===== config.mk =====
export PLATFORM = sky130hd
export DESIGN_NAME = vurp_ctrl
export DESIGN_NICKNAME = d
export VERILOG_FILES = /design/src/sv/vurp_pkg.sv /design/src/sv/vurp_ctrl.sv
export SDC_FILE = /design/constraint.sdc
export NUM_CORES = 1
export LEC_CHECK = 0
export BUFFER_PORTS_ARGS = -buffer_cell sky130_fd_sc_hd__clkbuf_2
export CAP_MARGIN = 25
export CELL_PAD_IN_SITES_DETAIL_PLACEMENT = 1
export CELL_PAD_IN_SITES_GLOBAL_PLACEMENT = 2
export CORE_AREA = 5 5 42 44
export DETAILED_ROUTE_END_ITERATION = 8
export DIE_AREA = 0 0 47 49
export GPL_ROUTABILITY_DRIVEN = 1
export HOLD_SLACK_MARGIN = 0.15
export PLACE_DENSITY = 0.52
export SETUP_SLACK_MARGIN = 0.2
export SLEW_MARGIN = 0
export SYNTH_ARGS = -nofsm -noshare
export SYNTH_HDL_FRONTEND = slang
export SYNTH_SLANG_ARGS = --single-unit
export TNS_END_PERCENT = 1

===== constraint.sdc =====
create_clock -name clk_i -period 0.95 [get_ports clk_i]
set_input_delay 0.1425 -clock clk_i [delete_from_list [all_inputs] [get_ports clk_i]]
set_output_delay 0.1425 -clock clk_i [all_outputs]
set_load 0.05 [all_outputs]

===== src/sv/vurp_pkg.sv =====
`timescale 1ns / 1ps
// ----------------------------------------------------------------------------
// vurp_pkg
// Shared types, codes and constants of the video unit register port.
// ----------------------------------------------------------------------------
package vurp_pkg;

  // Transaction kinds on the input tuser
  typedef enum logic [1:0] {
    KIND_TICK  = 2'd0,
    KIND_READ  = 2'd1,
    KIND_WRITE = 2'd2
  } kind_e;

  // Register indexes
  localparam logic [2:0] REG_CTRL   = 3'd0;
  localparam logic [2:0] REG_STATUS = 3'd2;
  localparam logic [2:0] REG_ADDR   = 3'd6;
  localparam logic [2:0] REG_DATA   = 3'd7;

  // Pattern store geometry
  localparam int unsigned PAT_DEPTH = 8192;
  localparam int unsigned PAT_AW    = 13;
  localparam int unsigned PAL_DEPTH = 32;
  localparam int unsigned PAL_AW    = 5;

  // Video memory map, on the 14-bit masked address
  localparam logic [13:0] NT_BASE  = 14'h2000;
  localparam logic [13:0] PAL_BASE = 14'h3F00;

  // Tick positions
  localparam logic signed [9:0] LINE_PRERENDER = -10'sd1;
  localparam logic signed [9:0] LINE_VBLANK    = 10'sd241;
  localparam logic [8:0]        DOT_EVENT      = 9'd1;

  // Controller states
  typedef enum logic [1:0] {
    ST_CLEAR,
    ST_RUN,
    ST_FILL
  } state_e;

  // Controller to datapath
  typedef struct packed {
    logic clr_step;   // write one zero of the clearing pass
    logic accept;     // input transaction taken this cycle
    logic finish_rd;  // pattern read data is back, complete the item
  } ctrl_cmd_t;

  // Datapath to controller
  typedef struct packed {
    logic out_valid;  // output register holds a result
    logic clr_last;   // clearing pass at its last entry
    logic needs_wait; // presented item is a data read from the pattern store
  } dp_status_t;

  // Palette mirroring: entries 0x10/0x14/0x18/0x1C fold onto 0x00/0x04/0x08/0x0C
  function automatic logic [PAL_AW-1:0] pal_slot(input logic [13:0] addr);
    logic [PAL_AW-1:0] p;
    p = addr[PAL_AW-1:0];
    if (p[1:0] == 2'b00) begin
      p[4] = 1'b0;
    end
    return p;
  endfunction

endpackage


===== src/sv/vurp_ctrl.sv =====
`timescale 1ns / 1ps
// ----------------------------------------------------------------------------
// vurp_ctrl
// Controller: clearing pass after reset, input handshake, pattern read wait.
// ----------------------------------------------------------------------------
module vurp_ctrl (
  input  logic                clk_i,
  input  logic                rst_ni,
  input  logic                in_valid_i,
  input  logic                out_ready_i,
  input  vurp_pkg::dp_status_t status_i,
  output logic                in_ready_o,
  output vurp_pkg::ctrl_cmd_t  cmd_o
);

  vurp_pkg::state_e state_q, state_d;

  always_ff @(posedge clk_i or negedge rst_ni) begin
    if (!rst_ni) begin
      state_q <= vurp_pkg::ST_CLEAR;
    end else begin
      state_q <= state_d;
    end
  end

  always_comb begin
    state_d         = state_q;
    in_ready_o      = 1'b0;
    cmd_o           = '0;
    unique case (state_q)
      vurp_pkg::ST_CLEAR: begin
        cmd_o.clr_step = 1'b1;
        if (status_i.clr_last) begin
          state_d = vurp_pkg::ST_RUN;
        end
      end
      vurp_pkg::ST_RUN: begin
        // output slot free, or draining this cycle
        in_ready_o   = !status_i.out_valid || out_ready_i;
        cmd_o.accept = in_ready_o && in_valid_i;
        if (cmd_o.accept && status_i.needs_wait) begin
          state_d = vurp_pkg::ST_FILL;
        end
      end
      vurp_pkg::ST_FILL: begin
        cmd_o.finish_rd = 1'b1;
        state_d         = vurp_pkg::ST_RUN;
      end
      default: begin
        state_d = vurp_pkg::ST_CLEAR;
      end
    endcase
  end

endmodule


==> flow_summary.ini <==
[outcome]
outcome = finished, violations left
violations = negative setup slack

[grt]
grt-ovfl-total = 0
grt_max_degree = 6
grt_pass1_vias = 184
grt_pass1_wl_microns = 759
antenna_found_initial = 0
grt_use_total_pct = 5.14

[worst_setup_path]
cp-end-kind = output port
crit_fanout = 2
path_buf_inv = 1
cp-start-kind = flop
slowest_stage = dfrtp_1
path_cells = nand2b_4 > nor2b_4 > and2_4 > buf_12
critical_path_depth = 4
reg2reg_depth = 3
cp_top_family = simple AND/OR/NAND/NOR gates
cp_slowest_stage_delay_ns = 0.37
cp.required_ns = 0.81
critPathKind = flop to output port
crit_arrival_ns = 1.14

[sta]
fin_crit_ns = 1.28
post-route-worst-setup-slack_ns = -0.333
fmax_mhz = 779
worst_pin_slew_ns = 0.228
slew_headroom_pct = 84.7
holdWs_ns = 0.160
finalSetupViolCount = 4
drv_slew = 0
period_share_pct = 135
rsz0062_at_grt = yes
hold_viol = 0
setup_tns_ns = -1.19
worst_clock_skew_ns = 0.000646

[power]
peakVddDrop_mv = 0.640
leakage_nw = 0.163
p_per_area_mw_per_mm2 = 1920
p_total_uw = 636

[clock_tree]
clockRootBuffer = clkbuf_4
cts_max_path_buffers = 2
cts_sinks = 2
cts_tree = done
hold_buffers = 1
htreeDepth = 1
numCtsBuffers = 3
clk_latency_ns = 0.22
clk_pin_slew_worst_paths_ns = 0.03

[yosys]
yosys.area.top_type_share_pct = 38.8
synth_top_area_cell = dfrtp_1
avgSynthCellArea_sq_um = 9.91
synth-warning-count = 0
synth_top_flop_cell = dfrtp_1
synth_edf_count = 0
synthCells = 13
syn_nets = 20
synth_area_leaders = dfrtp_1, nand2b_4, a21oi_2
async_flop_share_pct = 100
synth.top_cells.by_count = dfrtp_1, nor2_1
ys_seq_area_share_pct = 38.8
mappedNetlistArea_sq_um = 129
ys_types = 11
postSynthRegisterBits = 2

[drt]
wl_microns = 436
drtIter0Drc = 1
wire_per_inst_microns = 9.48
drt_first_pass_iters = 2
viasPerCell = 3.39
detail-route-antenna-nets = 0
vias = 156
drc = 0

[placed_design]
numPortBuffers = 10
dpl.hpwl_microns = 380
place_congestion = 0.689

[finish]
multi_input_area_sq_um = 93.8
fillers = 175
reg_top3 = state_q: 2 flops
largest_register_ffs = 2
areaGrowthSynthToFinish_pct = 156
regArea_sq_um = 51.3
regMostFlops = state_q
drive_gt1_share_pct = 76.7
diodes = 0
layout.nets = 39

[floorplanning]
chipWidth_microns = 47
fp.coreArea_sq_mm = 0.00140
io_pins = 11
start_util_pct = 9.20
die_h_microns = 49
die_area_sq_mm = 0.00230
num_rows = 14

[min_path]
hold_depth = 3
hold_path.class = primary input to flop

[flow_run]
maxCapViolCount = 0
routing by layer:
| layer | global-route usage [%] | wire, microns | vias up |
|---|---|---|---|
| met3 | 6.64 | 75 | 0 |
| met5 | 0 | 0 | - |
| met4 | 4.15 | 0 | 0 |
| met1 | 4.62 | 186 | 67 |
| li1 | - | - | 78 |
| met2 | 5.66 | 174 | 11 |
power breakdown:
part | switching (mW) | leakage [nW] | internal [mW]
clock network | 0.0477 | 0.0138 | 0.139
registers | 0.0162 | 0.0233 | 0.0994
logic | 0.159 | 0.126 | 0.174
logic make-up after synthesis:
family             Yosys count  synth area share (%)
AOI/OAI and AO/OA            2                  13.6
DFF                          2                  38.8
and+or+nand+nor              9                  47.6
metrics by stage:
step                      utilization (%)  setup WS, ns  std cells  cell area (sq um)
after floorplan                         -        -0.342         13                144
final                                23.6        -0.333         46                330
after global routing                 23.6        -0.398         46                330
after detailed placement             21.2        -0.112         42                297
after CTS                            23.5        -0.359         46                329
after global placement               21.2       -0.0786         42                297
repair_timing:
item,in CTS,in global routing
buffers inserted,0,0
endpoints found under the setup margin,5,5
endpoints found under the hold margin,2,1
gates resized for setup,0,1
path summary, 6_finish.rpt:
check / start / to / slack [ns]
max in group asynchronous: rst_ni / state_q[0] / 0.60
min in group asynchronous: rst_ni / state_q[1] / 0.24
worst max register to register: state_q[1] / state_q[0] / 0.04
worst min register to register: state_q[1] / state_q[1] / 0.56
worst min-delay path: status_i[0] / state_q[1] / 0.16
worst max-delay path: state_q[1] / cmd_o[1] / -0.33
worst register-to-register path, delay by kind of cell (launching register included):
family          cells  cell delay [ns]
compound gates      1             0.04
simple gates        1             0.24
flops               1             0.37
buf+inv             1             0.14
layout by cell type, fill, tap and decap left out:
master / instances
clkbuf_4: 3
buf_4: 3
nand3_1: 1
and2b_2: 1
dlygate4sd3_1: 1
nor3_1: 1
a21oi_2: 1
clkbuf_2: 6
dfrtp_1: 1
a31o_1: 1
nor2b_4: 1
nor2_1: 2
and2_4: 1
dfrtp_2: 1
buf_12: 4
nand2b_4: 2
final cells by class:
| type | instances | area share, % |
|---|---|---|
| Clock buffer | 3 | 6.82 |
| Tap cell | 16 | 6.06 |
| Timing Repair Buffer | 14 | 43.2 |
| Sequential cell | 2 | 15.5 |
| Multi-Input combinational cell | 11 | 28.4 |
Power figures use the tool's default switching activity.
